--- config.mk ---
export PLATFORM = sky130hd
export DESIGN_NAME = bgp_open_message_parser_unit
export DESIGN_NICKNAME = d
export VERILOG_FILES = /design/src/sv/bgpop_pkg.sv /design/src/sv/bgpop_front.sv /design/src/sv/bgpop_queue.sv /design/src/sv/bgpop_back.sv /design/src/sv/bgp_open_message_parser_unit.sv
export VERILOG_INCLUDE_DIRS = /design/src /design/src/sv
export SDC_FILE = /design/constraint.sdc
export NUM_CORES = 1
export LEC_CHECK = 0
export BUFFER_PORTS_ARGS = -buffer_cell sky130_fd_sc_hd__buf_2
export CORE_MARGIN = 4
export CORE_UTILIZATION = 55
export CTS_BUF_LIST = sky130_fd_sc_hd__clkbuf_8 sky130_fd_sc_hd__clkbuf_16
export DETAILED_ROUTE_END_ITERATION = 12
export GPL_ROUTABILITY_DRIVEN = 0
export PLACE_DENSITY = 0.73
export RECOVER_POWER = 50
export SETUP_SLACK_MARGIN = 0.2
export SLEW_MARGIN = 20
export SYNTH_ARGS = -nofsm -noshare
export SYNTH_HDL_FRONTEND = slang
export SYNTH_SLANG_ARGS = --single-unit
--- constraint.sdc ---
create_clock -name clk -period 8.6 [get_ports clk]
set_clock_uncertainty 0.1 [all_clocks]
set_input_delay 0.43 -clock clk [delete_from_list [all_inputs] [get_ports clk]]
set_output_delay 0.43 -clock clk [all_outputs]
set_load 0.02 [all_outputs]
--- src/sv/bgp_open_message_parser_unit_macros.svh ---
// Assertion helpers shared by the parser modules.
`ifndef BGP_OPEN_MESSAGE_PARSER_UNIT_MACROS_SVH
`define BGP_OPEN_MESSAGE_PARSER_UNIT_MACROS_SVH

// Check on every clock edge outside reset.
`define BGPOP_ASSERT(lbl, prop, msg) \
	lbl: assert property (@(posedge clk) disable iff (!arst_n) prop) \
		else $error(msg);

// Check on every clock edge, reset included.
`define BGPOP_ASSERT_ALWAYS(lbl, prop, msg) \
	lbl: assert property (@(posedge clk) prop) else $error(msg);

`endif

--- src/sv/bgpop_pkg.sv ---
`default_nettype none
package bgpop_pkg;

	localparam int MAX_PARAMS_DEF  = 4;
	localparam int QUEUE_DEPTH_DEF = 4;

	localparam logic [12:0] MIN_OPEN = 13'd29;

	localparam int OFS_W = 5;
	localparam logic [OFS_W-1:0] OFS_VERSION = 5'd19;
	localparam logic [OFS_W-1:0] OFS_AS_HI   = 5'd20;
	localparam logic [OFS_W-1:0] OFS_AS_LO   = 5'd21;
	localparam logic [OFS_W-1:0] OFS_HOLD_HI = 5'd22;
	localparam logic [OFS_W-1:0] OFS_HOLD_LO = 5'd23;
	localparam logic [OFS_W-1:0] OFS_ID_0    = 5'd24;
	localparam logic [OFS_W-1:0] OFS_ID_1    = 5'd25;
	localparam logic [OFS_W-1:0] OFS_ID_2    = 5'd26;
	localparam logic [OFS_W-1:0] OFS_ID_3    = 5'd27;
	localparam logic [OFS_W-1:0] OFS_OPT_LEN = 5'd28;

	localparam logic [8:0] TLV_HDR = 9'd2;

	localparam logic [7:0] TYPE_AUTH  = 8'd1;
	localparam logic [7:0] TYPE_CAP   = 8'd2;
	localparam logic [7:0] CAP_MP     = 8'd1;
	localparam logic [7:0] CAP_RR     = 8'd2;
	localparam logic [7:0] CAP_RR_OLD = 8'd128;

	localparam logic [1:0] CLS_AUTH    = 2'd0;
	localparam logic [1:0] CLS_MP      = 2'd1;
	localparam logic [1:0] CLS_REFRESH = 2'd2;
	localparam logic [1:0] CLS_UNKNOWN = 2'd3;

	localparam logic [2:0] ST_OK       = 3'd0;
	localparam logic [2:0] ST_SHORT    = 3'd1;
	localparam logic [2:0] ST_ZERO_LEN = 3'd2;
	localparam logic [2:0] ST_BAD_TYPE = 3'd3;
	localparam logic [2:0] ST_OVERRUN  = 3'd4;
	localparam logic [2:0] ST_TOO_MANY = 3'd5;
	localparam logic [2:0] ST_TRUNC    = 3'd6;

	localparam logic KIND_PARAM   = 1'b0;
	localparam logic KIND_SUMMARY = 1'b1;

	typedef struct packed {
		logic [7:0]  version;
		logic [15:0] as_number;
		logic [15:0] hold_time;
		logic [31:0] router_id;
		logic [7:0]  opt_length;
	} hdr_t;

	// Everything one byte produces: an optional parameter record, then an
	// optional summary record, both carrying the same header snapshot.
	typedef struct packed {
		logic        has_param;
		logic [1:0]  param_class;
		logic [7:0]  cap_byte;
		logic [7:0]  param_length;
		logic        has_summary;
		logic [2:0]  status;
		hdr_t        hdr;
	} entry_t;

	typedef struct packed {
		logic empty;
		logic full;
	} qstat_t;

endpackage
`default_nettype wire

--- src/sv/bgpop_front.sv ---
`default_nettype none
module bgpop_front #(
	parameter int MAX_PARAMS = bgpop_pkg::MAX_PARAMS_DEF
) (
	input  wire logic              clk,
	input  wire logic              arst_n,
	input  wire logic              valid,
	output logic                   ready,
	input  wire logic [7:0]        data_byte,
	input  wire logic              first,
	input  wire logic [12:0]       msg_length,
	input  wire logic              final_byte,
	input  wire bgpop_pkg::qstat_t qstat,
	output logic                   push,
	output bgpop_pkg::entry_t      entry
);

	localparam int CNT_W = $clog2(MAX_PARAMS + 1);

	localparam logic [2:0] PH_IDLE = 3'd0;
	localparam logic [2:0] PH_HDR  = 3'd1;
	localparam logic [2:0] PH_TYPE = 3'd2;
	localparam logic [2:0] PH_LEN  = 3'd3;
	localparam logic [2:0] PH_CAP  = 3'd4;
	localparam logic [2:0] PH_SKIP = 3'd5;

	logic [2:0]                  phase_q, phase_n, cur;
	logic [bgpop_pkg::OFS_W-1:0] ofs_q, ofs_n;
	bgpop_pkg::hdr_t             hdr_q, hdr_n;
	logic [7:0]                  rem_q, rem_n;
	logic [CNT_W-1:0]            cnt_q, cnt_n;
	logic [7:0]                  pos_q, pos_n;
	logic [7:0]                  ptype_q, ptype_n;
	logic [7:0]                  plen_q, plen_n;
	logic [8:0]                  need;
	logic                        done;
	logic                        fire;

	assign ready = !qstat.full;
	assign fire  = valid && ready;
	assign push  = fire && (entry.has_param || entry.has_summary);

	always_comb begin
		phase_n = phase_q;
		ofs_n   = ofs_q;
		hdr_n   = hdr_q;
		rem_n   = rem_q;
		cnt_n   = cnt_q;
		pos_n   = pos_q;
		ptype_n = ptype_q;
		plen_n  = plen_q;
		need    = 9'd0;
		done    = 1'b0;
		entry   = '0;

		if (first) begin
			phase_n = PH_HDR;
			ofs_n   = '0;
			hdr_n   = '0;
			rem_n   = '0;
			cnt_n   = '0;
			pos_n   = '0;
			ptype_n = '0;
			plen_n  = '0;
			if (msg_length < bgpop_pkg::MIN_OPEN) begin
				entry.has_summary = 1'b1;
				entry.status      = bgpop_pkg::ST_SHORT;
				phase_n           = PH_IDLE;
				done              = 1'b1;
			end
		end

		cur = phase_n;
		if (!done) begin
			case (cur)
				PH_HDR: begin
					case (ofs_n)
						bgpop_pkg::OFS_VERSION: hdr_n.version = data_byte;
						bgpop_pkg::OFS_AS_HI,
						bgpop_pkg::OFS_AS_LO: begin
							hdr_n.as_number = {hdr_n.as_number[7:0], data_byte};
						end
						bgpop_pkg::OFS_HOLD_HI,
						bgpop_pkg::OFS_HOLD_LO: begin
							hdr_n.hold_time = {hdr_n.hold_time[7:0], data_byte};
						end
						bgpop_pkg::OFS_ID_0, bgpop_pkg::OFS_ID_1,
						bgpop_pkg::OFS_ID_2, bgpop_pkg::OFS_ID_3: begin
							hdr_n.router_id = {hdr_n.router_id[23:0], data_byte};
						end
						bgpop_pkg::OFS_OPT_LEN: begin
							hdr_n.opt_length = data_byte;
							rem_n            = data_byte;
							if (data_byte == 8'd0) begin
								entry.has_summary = 1'b1;
								entry.status      = bgpop_pkg::ST_OK;
								phase_n           = PH_IDLE;
							end else begin
								phase_n = PH_TYPE;
							end
						end
						default: ;
					endcase
					if (ofs_n != '1)
						ofs_n = ofs_n + bgpop_pkg::OFS_W'(1);
				end
				PH_TYPE: begin
					if (cnt_n >= CNT_W'(MAX_PARAMS)) begin
						entry.has_summary = 1'b1;
						entry.status      = bgpop_pkg::ST_TOO_MANY;
						phase_n           = PH_IDLE;
					end else begin
						cnt_n   = cnt_n + CNT_W'(1);
						ptype_n = data_byte;
						phase_n = PH_LEN;
					end
				end
				PH_LEN: begin
					plen_n = data_byte;
					need   = {1'b0, data_byte} + bgpop_pkg::TLV_HDR;
					if (data_byte == 8'd0) begin
						entry.has_summary = 1'b1;
						entry.status      = bgpop_pkg::ST_ZERO_LEN;
						phase_n           = PH_IDLE;
					end else if (ptype_n != bgpop_pkg::TYPE_AUTH &&
					             ptype_n != bgpop_pkg::TYPE_CAP) begin
						entry.has_summary = 1'b1;
						entry.status      = bgpop_pkg::ST_BAD_TYPE;
						phase_n           = PH_IDLE;
					end else if (ptype_n == bgpop_pkg::TYPE_AUTH) begin
						entry.has_param    = 1'b1;
						entry.param_class  = bgpop_pkg::CLS_AUTH;
						entry.param_length = data_byte;
						if (need > {1'b0, rem_n}) begin
							entry.has_summary = 1'b1;
							entry.status      = bgpop_pkg::ST_OVERRUN;
							phase_n           = PH_IDLE;
						end else begin
							rem_n   = rem_n - need[7:0];
							pos_n   = data_byte;
							phase_n = PH_SKIP;
						end
					end else begin
						phase_n = PH_CAP;
					end
				end
				PH_CAP: begin
					need               = {1'b0, plen_n} + bgpop_pkg::TLV_HDR;
					entry.has_param    = 1'b1;
					entry.cap_byte     = data_byte;
					entry.param_length = plen_n;
					if (data_byte == bgpop_pkg::CAP_MP)
						entry.param_class = bgpop_pkg::CLS_MP;
					else if (data_byte == bgpop_pkg::CAP_RR ||
					         data_byte == bgpop_pkg::CAP_RR_OLD)
						entry.param_class = bgpop_pkg::CLS_REFRESH;
					else
						entry.param_class = bgpop_pkg::CLS_UNKNOWN;
					if (need > {1'b0, rem_n}) begin
						entry.has_summary = 1'b1;
						entry.status      = bgpop_pkg::ST_OVERRUN;
						phase_n           = PH_IDLE;
					end else begin
						rem_n = rem_n - need[7:0];
						pos_n = plen_n - 8'd1;
						if (pos_n == 8'd0) begin
							if (rem_n == 8'd0) begin
								entry.has_summary = 1'b1;
								entry.status      = bgpop_pkg::ST_OK;
								phase_n           = PH_IDLE;
							end else begin
								phase_n = PH_TYPE;
							end
						end else begin
							phase_n = PH_SKIP;
						end
					end
				end
				PH_SKIP: begin
					if (pos_n != 8'd0)
						pos_n = pos_n - 8'd1;
					if (pos_n == 8'd0) begin
						if (rem_n == 8'd0) begin
							entry.has_summary = 1'b1;
							entry.status      = bgpop_pkg::ST_OK;
							phase_n           = PH_IDLE;
						end else begin
							phase_n = PH_TYPE;
						end
					end
				end
				default: ;
			endcase

			// source ran dry before the message finished
			if (final_byte && phase_n != PH_IDLE) begin
				entry.has_summary = 1'b1;
				entry.status      = bgpop_pkg::ST_TRUNC;
				phase_n           = PH_IDLE;
			end
		end

		entry.hdr = hdr_n;
	end

	always_ff @(posedge clk or negedge arst_n) begin
		if (!arst_n) begin
			phase_q <= PH_IDLE;
			ofs_q   <= '0;
			hdr_q   <= '0;
			rem_q   <= '0;
			cnt_q   <= '0;
			pos_q   <= '0;
			ptype_q <= '0;
			plen_q  <= '0;
		end else if (fire) begin
			phase_q <= phase_n;
			ofs_q   <= ofs_n;
			hdr_q   <= hdr_n;
			rem_q   <= rem_n;
			cnt_q   <= cnt_n;
			pos_q   <= pos_n;
			ptype_q <= ptype_n;
			plen_q  <= plen_n;
		end
	end

endmodule
`default_nettype wire

--- src/sv/bgpop_queue.sv ---
`default_nettype none
`include "bgp_open_message_parser_unit_macros.svh"
module bgpop_queue #(
	parameter int DEPTH = bgpop_pkg::QUEUE_DEPTH_DEF
) (
	input  wire logic              clk,
	input  wire logic              arst_n,
	input  wire logic              push,
	input  wire bgpop_pkg::entry_t wr_entry,
	input  wire logic              pop,
	output bgpop_pkg::entry_t      head,
	output bgpop_pkg::qstat_t      qstat
);

	localparam int PTR_W = (DEPTH > 1) ? $clog2(DEPTH) : 1;
	localparam int CNT_W = $clog2(DEPTH + 1);

	bgpop_pkg::entry_t mem [DEPTH];
	logic [PTR_W-1:0]  wr_ptr_q, rd_ptr_q;
	logic [CNT_W-1:0]  cnt_q;

	assign qstat.empty = (cnt_q == '0);
	assign qstat.full  = (cnt_q == CNT_W'(DEPTH));
	assign head        = mem[rd_ptr_q];

	always_ff @(posedge clk) begin
		if (push)
			mem[wr_ptr_q] <= wr_entry;
	end

	always_ff @(posedge clk or negedge arst_n) begin
		if (!arst_n) begin
			wr_ptr_q <= '0;
			rd_ptr_q <= '0;
			cnt_q    <= '0;
		end else begin
			if (push)
				wr_ptr_q <= (wr_ptr_q == PTR_W'(DEPTH - 1)) ? '0 : wr_ptr_q + PTR_W'(1);
			if (pop)
				rd_ptr_q <= (rd_ptr_q == PTR_W'(DEPTH - 1)) ? '0 : rd_ptr_q + PTR_W'(1);
			if (push && !pop)
				cnt_q <= cnt_q + CNT_W'(1);
			else if (pop && !push)
				cnt_q <= cnt_q - CNT_W'(1);
		end
	end

	`BGPOP_ASSERT_ALWAYS(a_no_push_full, !(push && qstat.full), "request pushed into full queue")
	`BGPOP_ASSERT(a_no_pop_empty, !(pop && qstat.empty), "request popped from empty queue")
	`BGPOP_ASSERT(a_cnt_up, (push && !pop) |=> (cnt_q == $past(cnt_q) + CNT_W'(1)), "count lost a push")

endmodule
`default_nettype wire

--- src/sv/bgpop_back.sv ---
`default_nettype none
`include "bgp_open_message_parser_unit_macros.svh"
module bgpop_back (
	input  wire logic              clk,
	input  wire logic              arst_n,
	input  wire bgpop_pkg::entry_t head,
	input  wire bgpop_pkg::qstat_t qstat,
	output logic                   pop,
	output logic                   m_tvalid,
	input  wire logic              m_tready,
	output logic [103:0]           m_tdata,
	output logic                   m_tuser,
	output logic                   m_tlast
);

	logic         valid_q;
	logic [103:0] data_q;
	logic         user_q;
	logic         last_q;
	logic         sub_q;
	logic         load;
	logic         beat_param;
	logic         final_beat;
	logic [103:0] beat_data;

	assign load       = !qstat.empty && (!valid_q || m_tready);
	assign beat_param = head.has_param && !sub_q;
	assign final_beat = !beat_param || !head.has_summary;
	assign pop        = load && final_beat;

	always_comb begin
		beat_data = '0;
		beat_data[25:18] = head.hdr.version;
		beat_data[41:26] = head.hdr.as_number;
		beat_data[57:42] = head.hdr.hold_time;
		beat_data[89:58] = head.hdr.router_id;
		beat_data[97:90] = head.hdr.opt_length;
		if (beat_param) begin
			beat_data[1:0]   = head.param_class;
			beat_data[9:2]   = head.cap_byte;
			beat_data[17:10] = head.param_length;
		end else begin
			beat_data[100:98] = head.status;
		end
	end

	always_ff @(posedge clk) begin
		if (load) begin
			data_q <= beat_data;
			user_q <= beat_param ? bgpop_pkg::KIND_PARAM : bgpop_pkg::KIND_SUMMARY;
			last_q <= !beat_param;
		end
	end

	always_ff @(posedge clk or negedge arst_n) begin
		if (!arst_n) begin
			valid_q <= 1'b0;
			sub_q   <= 1'b0;
		end else begin
			if (load) begin
				valid_q <= 1'b1;
				// hold the entry for its summary beat
				sub_q   <= !final_beat;
			end else if (m_tready) begin
				valid_q <= 1'b0;
			end
		end
	end

	assign m_tvalid = valid_q;
	assign m_tdata  = data_q;
	assign m_tuser  = user_q;
	assign m_tlast  = last_q;

	`BGPOP_ASSERT(a_sub_head, sub_q |-> (!qstat.empty && head.has_param && head.has_summary), "summary beat pending without a paired entry")
	`BGPOP_ASSERT(a_pair_hold, (load && beat_param && head.has_summary) |=> sub_q, "paired summary dropped")

endmodule
`default_nettype wire

--- src/sv/bgp_open_message_parser_unit.sv ---
// Path: each record is queued, then loaded into the output register that drives m_tvalid.
// Throughput: one byte per cycle while the queue is not full; a byte that yields a
// parameter record and a summary sends a parameter beat and then a summary beat,
// absorbed by the QUEUE_DEPTH-entry queue. s_tready drops only while that queue is full.
// Reset: arst_n clears the parser to idle, empties the queue and drops m_tvalid at once.
`default_nettype none
module bgp_open_message_parser_unit #(
	parameter int MAX_PARAMS  = bgpop_pkg::MAX_PARAMS_DEF,
	parameter int QUEUE_DEPTH = bgpop_pkg::QUEUE_DEPTH_DEF
) (
	input  wire logic         clk,
	input  wire logic         arst_n,
	input  wire logic         s_tvalid,
	output logic              s_tready,
	input  wire logic [23:0]  s_tdata,  // data_byte[7:0], msg_length[20:8], zero pad
	input  wire logic         s_tuser,  // first
	input  wire logic         s_tlast,  // final_byte
	output logic              m_tvalid,
	input  wire logic         m_tready,
	// param_class[1:0], cap_byte[9:2], param_length[17:10], version[25:18],
	// as_number[41:26], hold_time[57:42], router_id[89:58], opt_length[97:90],
	// status[100:98], zero pad
	output logic [103:0]      m_tdata,
	output logic              m_tuser,  // record_kind
	output logic              m_tlast   // last
);

	bgpop_pkg::qstat_t qstat;
	bgpop_pkg::entry_t wr_entry;
	bgpop_pkg::entry_t head;
	logic              push;
	logic              pop;

	bgpop_front #(
		.MAX_PARAMS(MAX_PARAMS)
	) u_front (
		.clk       (clk),
		.arst_n    (arst_n),
		.valid     (s_tvalid),
		.ready     (s_tready),
		.data_byte (s_tdata[7:0]),
		.first     (s_tuser),
		.msg_length(s_tdata[20:8]),
		.final_byte(s_tlast),
		.qstat     (qstat),
		.push      (push),
		.entry     (wr_entry)
	);

	bgpop_queue #(
		.DEPTH(QUEUE_DEPTH)
	) u_queue (
		.clk     (clk),
		.arst_n  (arst_n),
		.push    (push),
		.wr_entry(wr_entry),
		.pop     (pop),
		.head    (head),
		.qstat   (qstat)
	);

	bgpop_back u_back (
		.clk     (clk),
		.arst_n  (arst_n),
		.head    (head),
		.qstat   (qstat),
		.pop     (pop),
		.m_tvalid(m_tvalid),
		.m_tready(m_tready),
		.m_tdata (m_tdata),
		.m_tuser (m_tuser),
		.m_tlast (m_tlast)
	);

endmodule
`default_nettype wire
==> run metrics, run 1 <==
fraction of layout instances using a drive strength above 1=14.5%; power density over cell area=approximately 280 nW/um2; setup repair after global routing missed its margin=no; Seq pwr share=47.9%; worst rel slew slack=-159%; # rows=81; initial cell density of the core=55.7%; later-pin clock latency in the skew report=~0.63 ns; H-tree depth=2; DIE WIDTH=between 200 and 250 um; LEAKAGE=11.3 nW; failing checks=capacitance limit, slew limit; total grt overflow=0; drt total wl=57.5 mm; Synth top area share=around 57%; Cell Int Power=6.16 mW; Adder-Cell Fraction of Synth Area=2.42%; outcome=finished, violations left; Worst path slowest cell=o2111ai_1; post-CTS resize count=0; fraction of synthesized cell area in xor and xnor cells=less than 1%; Tightest Hold Check Type=in -> reg; Post-synth EDFFs=514; largest family of logic cells by synthesized area=multiplexers; Ant. Diodes=0; ys async rst share=20.4%; Layout Cells excl Fill=2,614; Switching Share=28.2%; CP dominant cell by count=ha_1; Cell Area, Placed=28,600 um2; Max-cap violations=9; clock transition at the registers of the reported paths=0.06 ns; clock share of power=roughly 31%; NetSw=2.42 mW; area of the mapped netlist=27,300 um2; register area share after synthesis=about two thirds; final worst-path cycle share=74.8%; total CTS buffers=61; mux contribution to synthesized area=11.0%; Final Cell Area=30,500 um2; Area growth, synth to finish=11.8%; final slew viol count=366; root buf cell=clkbuf_16; initial antenna violation count=1; Area contributors post-synth=edfxtp_1, dfrtp_1, mux4_2, nand2_1, ha_1; minimum clock period=6.43 ns; mean routed wirelength per cell=22.0 um; Vias/cell=6.03; final setup fails=0; Final #Nets=1,980; number of global-route vias before repair=about 16,000; via count=about 16,000; Worst Path Arrival=6.61 ns; postcts setup bufs=0; Port Buf Inserts=131; die area=~53,000 um2; Primary FF master, synth=edfxtp_1; kind of critical path=in -> reg; Startpoint Class=input pin; die height=between 200 and 250 um; Mean Syn Cell Area=15.3 um2; PnR Total Power=between 8 and 9 mW; CP Max Fanout=81; GR Util All Layers=21.8%; CP max stage delay=approximately 0.66 ns; placed cells=between 2,000 and 2,500; Seq cells post-synth=around 650; Post-DP HPWL=35.3 mm; largest net degree at the start of global routing=84; I/O pin count=138; CP required=8.78 ns; core area=49,100 um2; Post-CTS Hold Fix Bufs=3; DRC=0; global-route wire length before repair=91.2 mm; yosys warns=0; setup_tns=0 ns; crit path capture type=flip-flop; number of routed nets with antenna violations=0; post-synthesis simple-gate area fraction=7.94%; CTS Sinks=around 650; combinational power share=between 20% and 30%; CTS tree=done; Initial DRC Count=1,845; worst slew pin tran=3.88 ns; Netlist cell types=83; maximum vdd drop=0.000293 V; CP Cell Sequence=buf_4, nand2b_1, inv_1, ha_1, and3_1, xnor2_1, nor2_1, ha_1, nand4_1, a21oi_1, o41ai_1, o2111ai_1, a311o_1, a41o_2, a21oi_4, and2_4, buf_12; cells after synthesis=1,782; CTS Buffer Depth=3; drt first pass iters=7; f_max=156 MHz; Yosys top cell by area=edfxtp_1; final hold violations=0; post-synthesis compound-gate area fraction=6.89%
==> synth_stat cells, types with 7 or more instances <==
| cell | n |
|---|---|
| edfxtp_1 | 514 |
| nand2_1 | 212 |
| dfrtp_1 | 132 |
| nor2_1 | 119 |
| mux4_2 | 103 |
| clkbuf_1 | 68 |
| ha_1 | 48 |
| inv_1 | 45 |
| mux2i_1 | 43 |
| a21oi_1 | 38 |
| a22o_1 | 35 |
| o21ai_0 | 35 |
| nand3_1 | 30 |
| nor2b_1 | 28 |
| buf_1 | 26 |
| o31ai_1 | 26 |
| xor2_1 | 19 |
| mux2_2 | 18 |
| nor3_1 | 18 |
| and2_1 | 17 |
| a31o_2 | 16 |
| a31oi_1 | 16 |
| o21ai_1 | 14 |
| xnor2_1 | 12 |
| nand2b_1 | 10 |
| a21o_1 | 9 |
| a211oi_1 | 7 |
| nand4_1 | 7 |
==> power by group through the flow <==
| stage | Combinational, mW | Clock (mW) | Sequential, mW |
|---|---|---|---|
| CTS | 1.85 | 2.73 | 4.10 |
| detailed placement | 1.84 | 0 | 4.16 |
| floorplan | 1.05 | 0 | 4.39 |
| global route | 1.95 | 2.85 | 4.17 |
| finish | 1.80 | 2.67 | 4.11 |
| global placement | 1.83 | 0 | 4.15 |
==> layer usage <==
| layer | vias up | wire, um | global-route usage (%) |
|---|---|---|---|
| li1 | 7022 | - | - |
| met2 | 578 | 27500 | 34.5 |
| met5 | - | 13 | 0 |
| met4 | 2 | 1730 | 7.29 |
| met3 | 124 | 4060 | 3.48 |
| met1 | 8024 | 24200 | 31.4 |
==> layout make-up <==
| class | instances | area (um2) |
|---|---|---|
| flip-flops and latches | 646 | 18700 |
| clock inverters | 52 | 464 |
| multi-input cells | 990 | 8020 |
| repair buffers | 153 | 726 |
| clock buffers | 62 | 1550 |
| well taps | 664 | 831 |
| fillers | 3648 | 18500 |
| inverters | 47 | 176 |
==> worst paths after layout <==
kind | start | slack (ns) | depth (start not counted) | end
max in group asynchronous | arst_n | 4.05 | 2 | u_queue.rd_ptr_q[0]
min reg2reg | u_front.hdr_q[36] | 0.38 | 2 | u_front.hdr_q[36]
max | s_tuser | 2.17 | 17 | u_queue.mem[2][21]
max reg2reg | u_front.plen_q[1] | 2.43 | 16 | u_queue.mem[2][21]
min in group asynchronous | arst_n | 1.59 | 2 | u_front.hdr_q[52]
min | s_tvalid | 0.17 | 4 | u_front.rem_q[1]
==> state kept, by name, indices dropped and copies added (netlist names), 2 cells and up <==
register	count
u_front.ofs_q	5
u_queue.wr_ptr_q	2
u_front.plen_q	8
u_queue.mem	412
u_front.ptype_q	8
u_front.pos_q	8
u_queue.rd_ptr_q	2
u_front.hdr_q	80
u_back.m_tdata	101
u_queue.cnt_q	3
u_front.cnt_q	3
u_front.phase_q	3
u_front.rem_q	8
==> logic make-up after synthesis <==
kind of cell | after synthesis
compound gates | 259
simple gates | 479
xor+xnor | 31
mux | 167
other cells | 1
fa+ha+maj | 51
flops | 646
buf+inv | 148
==> through the flow <==
stage	worst slack, ns	hold WS, ns	util (%)
floorplan	0.689	0.0344	-
global placement	1.75	0.358	58.4
detailed placement	1.64	0.363	58.4
CTS	2.32	0.115	62.6
global route	1.79	0.150	62.2
finish	2.17	0.167	62.2
==> worst max-delay path, delay by kind of cell <==
family          cells  cell delay, ns
xor+xnor            1            0.23
simple gates        5            1.56
buf+inv             3            1.17
fa+ha+maj           2            0.62
compound gates      6            2.42
==> cells in the final DEF, fill, tap and decap left out, types with 7 or more instances in the layout <==
cell,synthesis,layout
and2_0,0,9
nor2_1,119,119
nor3_1,18,17
buf_4,4,10
clkbuf_1,68,112
a21oi_1,38,37
nand4_1,7,7
o21ai_0,35,43
nor2b_1,28,28
clkinv_2,0,8
mux4_2,103,103
dfrtp_1,132,131
nand2b_1,10,10
mux2_2,18,17
xor2_1,19,19
clkinv_1,0,16
edfxtp_1,514,514
inv_1,45,59
bufinv_16,0,8
a31o_2,16,16
a31oi_1,16,16
ha_1,48,48
a21o_1,9,9
a211oi_1,7,7
clkbuf_16,0,62
mux2i_1,43,43
nand3_1,30,30
a22o_1,35,35
xnor2_1,12,12
nand2_1,212,211
o31ai_1,26,26
buf_2,2,24
Note: power is estimated with default switching activity, not from simulation.
==> inputs of run 2 (changes only) <==
==> constraint.sdc (replaced) <==
create_clock -name clk -period 6.6 [get_ports clk]
set_clock_uncertainty 0.1 [all_clocks]
set_input_delay 0.33 -clock clk [delete_from_list [all_inputs] [get_ports clk]]
set_output_delay 0.33 -clock clk [all_outputs]
set_load 0.02 [all_outputs]
==> run metrics, run 2 (synthesis gave the netlist of run 1 again) <==
total CTS buffers=67 (+9.8%); Largest register FFs=412 (unchanged); CTS tree=done; Hold WS=0.152 ns (-0.0153 ns); DIE WIDTH=231 um (unchanged); Tightest Hold Check Type=in -> reg; root buf cell=clkbuf_16; maximum vdd drop=0.000241 V (-18%); Startpoint Class=flip-flop; CP Cell Sequence=clkbuf_1, ha_1, mux2_1; clock transition at the registers of the reported paths=0.06 ns (about the same); setup_tns=0 ns (unchanged); Worst path slowest cell=clkbuf_1; CTS Sinks=646 (unchanged); mean routed wirelength per cell=22.4 um (+2.0%); failing checks=capacitance limit, slew limit; final setup fails=0 (unchanged); worst slew pin tran=3.65 ns (-0.231 ns); largest net degree at the start of global routing=96 (+14%); H-tree depth=3 (+1); outcome=finished, violations left; initial antenna violation count=1 (unchanged); CP max stage delay=2.56 ns (+1.90 ns); later-pin clock latency in the skew report=0.59 ns (-0.04 ns); GR Util All Layers=22.4% (+0.59 points); drt total wl=59.1 mm (+2.7%); kind of critical path=reg -> reg; core area=49,100 um2 (unchanged); final worst-path cycle share=87.2%; fraction of layout instances using a drive strength above 1=15.6% (+1.1 points); setup repair after global routing missed its margin=no; final hold violations=0 (unchanged); number of global-route vias before repair=16,200 (+1.4%); die height=231 um (unchanged); Ant. Diodes=0 (unchanged); Post-DP HPWL=35.8 mm (+1.5%); Largest Register=u_queue.mem; commonest non-fill, non-tap cell in the layout=edfxtp_1; DRC=0 (unchanged); global-route wire length before repair=92.3 mm (+1.2%); CP Max Fanout=54 (-33%); # rows=81 (unchanged); power density over cell area=371 nW/um2 (+32%); via count=15,900 (+0.99%); most frequent cells in the layout=edfxtp_1, nand2_1, dfrtp_1, nor2_1, clkbuf_1; I/O pin count=138 (unchanged); minimum clock period=about 5.8 ns; f_max=around 170 MHz; final slew viol count=353 (-3.6%); delay-heaviest family, CP=buffers and inverters; CP Buf/Inv Count=1 (-2); Area growth, synth to finish=12.8%; die area=53,300 um2 (unchanged); Port Buf Inserts=131 (unchanged); postcts setup bufs=0 (unchanged); LEAKAGE=11.5 nW (+1.4%); Max-cap violations=7 (-2); total grt overflow=0 (unchanged); Worst Path Arrival=6.12 ns (-0.49 ns); CTS Buffer Depth=3 (unchanged); crit path capture type=flip-flop; drt first pass iters=6 (-1); Vias/cell=6.04 (+0.22%); initial cell density of the core=55.7% (unchanged); worst rel slew slack=-144% (+15 points); number of routed nets with antenna violations=0 (unchanged); Final #Nets=1,996 (+0.81%); CP required=6.96 ns (-1.82 ns); Initial DRC Count=1,714 (-7.1%)
## run 2: cell types whose count changed in the layout (fill, tap and decap cells not counted), moves of 3 or more
cell / delta
clkinv_2: +5
bufinv_16: -3
buf_12: +4
clkbuf_8: +3
clkbuf_16: +8
clkinvlp_4: +3
clkinv_1: -11
## run 2: path summary, 6_finish.rpt
check,from,slack (ns),depth (start not counted),to
max,u_queue.rd_ptr_q[1],0.85,3,u_queue.rd_ptr_q[1]
min,s_tdata[1],0.15,3,u_front.hdr_q[9]
max reg2reg,u_queue.rd_ptr_q[1],0.85,3,u_queue.rd_ptr_q[1]
min reg2reg,u_front.hdr_q[54],0.38,2,u_front.hdr_q[54]
max in group asynchronous,arst_n,1.80,3,u_front.hdr_q[29]
min in group asynchronous,arst_n,1.30,2,u_front.hdr_q[76]
## run 2: cell type report
cell class	instances	area (um2)
tap	664	831
clock inverter	51	412
timing repair buffer	163	838
multi-input combinational	990	8020
fill	3604	18200
inverter	47	176
clock buffer	73	1790
sequential	646	18700
## run 2: report_power, final
part	internal, mW	switching [mW]	total [mW]
Sequential	5.08	0.281	5.36
Combinational	0.948	1.42	2.37
Clock	2.17	1.54	3.71
## run 2: timing repair
item,in CTS,in global routing
gates resized for setup,0,0
hold buffers,3,0
endpoints found under the hold margin,59,0
endpoints found under the setup margin,0,0
## run 2: layer usage
layer	vias up	global-route usage (%)	share of wire, %
met2	644	36.4	49
li1	7055	-	-
met5	-	0	0.022
met3	142	4.17	7.1
met1	8063	30.7	41
met4	2	8.10	2.9
## run 2: stage by stage
step | cells | cell area, um2 | setup slack (ns) | util [%] | power [mW]
after CTS | 2633 | 31000 | 1.18 | 63.2 | 11.6
final | 2634 | 30800 | 0.846 | 62.8 | 11.4
after global placement | 2506 | 28800 | 1.17 | 58.6 | 7.81
after global routing | 2634 | 30800 | 0.403 | 62.8 | 12.0
after floorplan | 1784 | 27300 | 1.12 | - | 7.06
after detailed placement | 2506 | 28800 | 1.10 | 58.6 | 7.85
## run 2: tightest hold or removal path: stages
cell and delay (ns):
buf_2 0.24, nand2_1 0.14, a31oi_1 0.09
==> inputs of run 3 (changes only) <==
--- a/config.mk
+++ b/config.mk
@@ -7,7 +7,7 @@
 export NUM_CORES = 1
 export LEC_CHECK = 0
 export BUFFER_PORTS_ARGS = -buffer_cell sky130_fd_sc_hd__buf_2
-export CORE_MARGIN = 4
+export CORE_MARGIN = 3
 export CORE_UTILIZATION = 55
 export CTS_BUF_LIST = sky130_fd_sc_hd__clkbuf_8 sky130_fd_sc_hd__clkbuf_16
 export DETAILED_ROUTE_END_ITERATION = 12
==> run metrics, run 3 (synthesis gave the netlist of run 1 again) <==
outcome=finished, violations left; failing checks=capacitance limit, slew limit; Initial DRC Count=1,560 (-9.0%); setup repair after global routing missed its margin=no; I/O pin count=138 (unchanged); f_max=177 MHz (+1.6%); fraction of layout instances using a drive strength above 1=15.1% (-0.56 points); Area growth, synth to finish=12.4%; Port Buf Inserts=131 (unchanged); post-CTS resize count=0 (unchanged); footprint of the multi-input gates=8000 um2 (-0.23%); final hold violations=0 (unchanged); power density over cell area=368 nW/um2 (-0.81%); mean routed wirelength per cell=22.9 um (+1.9%); initial antenna violation count=2 (+1); Vias/cell=6.07 (+0.48%); commonest non-fill, non-tap cell in the layout=edfxtp_1; core area=49,000 um2 (-0.21%); # rows=81 (unchanged); Final #Nets=1,993 (-0.15%); postcts setup bufs=0 (unchanged); global-route wire length before repair=94.0 mm (+1.9%); CTS tree=done; final setup fails=0 (unchanged); Largest register FFs=412 (unchanged); maximum vdd drop=0.000231 V (-3.8%); clock transition at the registers of the reported paths=0.06 ns (about the same); Post-DP HPWL=36.5 mm (+1.9%); Worst Path Arrival=6.05 ns (-0.07 ns); Startpoint Class=input pin; pre-CTS setup slack=0.908 ns (-0.192 ns); die area=52,300 um2 (-1.7%); drt first pass iters=5 (-1); Tightest Hold Check Type=in -> reg; FILL cells=3,511 (-2.6%); CTS Sinks=646 (unchanged); PnR Total Power=11.3 mW (-1.2%); final slew viol count=447 (+27%); Max-cap violations=11 (+4); GR Util All Layers=23.2% (+0.82 points); die height=229 um (-0.87%); largest net degree at the start of global routing=81 (-16%); number of global-route vias before repair=16,400 (+1.2%); final worst-path cycle share=85.8% (-1.4 points); crit path capture type=flip-flop; CP Max Fanout=14 (-74%); storage element area=18,700 um2 (about the same); initial cell density of the core=55.8% (+0.12 points); worst rel slew slack=-141% (+2.1 points); root buf cell=clkbuf_16; H-tree depth=3 (unchanged); worst setup margin=0.938 ns (+0.0919 ns); minimum clock period=5.66 ns (-0.0919 ns); R2R setup slack=1.01 ns (+0.16 ns); LEAKAGE=11.4 nW (-0.59%); CP required=6.99 ns (+0.03 ns); kind of critical path=in -> reg; worst slew pin tran=3.62 ns (-0.0313 ns); CTS Buffer Depth=3 (unchanged); number of routed nets with antenna violations=0 (unchanged); DRC=0 (unchanged); Largest Register=u_queue.mem; later-pin clock latency in the skew report=0.58 ns (about the same); most frequent cells in the layout=edfxtp_1, nand2_1, dfrtp_1, nor2_1, clkbuf_1; setup_tns=0 ns (unchanged); total grt overflow=0 (unchanged); total CTS buffers=66 (-1.5%); drt total wl=60.1 mm (+1.7%); final core utilization=62.7% (-0.14 points); via count=15,900 (+0.25%); DIE WIDTH=229 um (-0.87%)
run 3: layer usage:
metal	GRT usage [%]	wire, um	vias up	part of all wire, %
li1	-	-	7039	-
met1	32.0	24600	8076	41
met2	36.9	28700	676	48
met3	4.92	4750	153	7.9
met4	8.49	1950	2	3.2
met5	0	7	-	0.012
run 3: area by class of cell:
cell class,instances,area share [%]
flip-flops and latches,646,61.1
multi-input cells,990,26.1
clock buffers,73,5.77
well taps,664,2.71
repair buffers,161,2.70
clock inverters,46,1.07
inverters,47,0.575
diodes,1,0.00816
run 3: repair_timing:
| action | CTS | global route |
|---|---|---|
| endpoints found under the hold margin | 61 | 0 |
| hold buffers | 3 | 0 |
| setup endpoints to repair | 0 | 0 |
run 3: per-stage QoR:
stage,hold slack (ns),cells,area [um2]
after floorplan,-0.0656,1784,27300
after global placement,0.238,2505,28800
after detailed placement,0.251,2505,28800
after CTS,0.0757,2627,30900
after global routing,0.107,2627,30700
final,0.118,2628,30700
run 3: critical path, stage by stage:
cell       delay [ns]
clkbuf_1         0.57
nand2b_1         0.45
inv_1            0.12
ha_1             0.22
and3_1           0.21
xnor2_1          0.12
nor2_1           0.19
ha_1             0.32
nand4_1          0.16
a21oi_1          0.06
o41ai_1          0.43
o2111ai_1        0.60
a311o_1          0.52
a41o_2           0.31
a21oi_4          0.31
ha_1             0.25
inv_1            0.06
fa_1             0.37
xor2_1           0.17
nor2_1           0.11
xor2_1           0.14
run 3: worst paths after layout:
kind / end / cells past startpoint / startpoint
worst max-delay path: u_queue.cnt_q[2] / 21 / s_tuser
worst min-delay path: u_front.phase_q[2] / 3 / s_tvalid
worst max register to register: u_queue.cnt_q[2] / 20 / u_front.plen_q[1]
worst min register to register: u_back.sub_q / 1 / u_back.sub_q
max in group asynchronous: u_front.hdr_q[24] / 3 / arst_n
min in group asynchronous: u_front.hdr_q[60] / 2 / arst_n
run 3: where the power goes:
group	internal [mW]	leakage [nW]	total, mW	switching (mW)
registers	5.09	6.69	5.38	0.296
logic	0.889	3.65	2.33	1.44
clock network	2.09	1.08	3.58	1.50
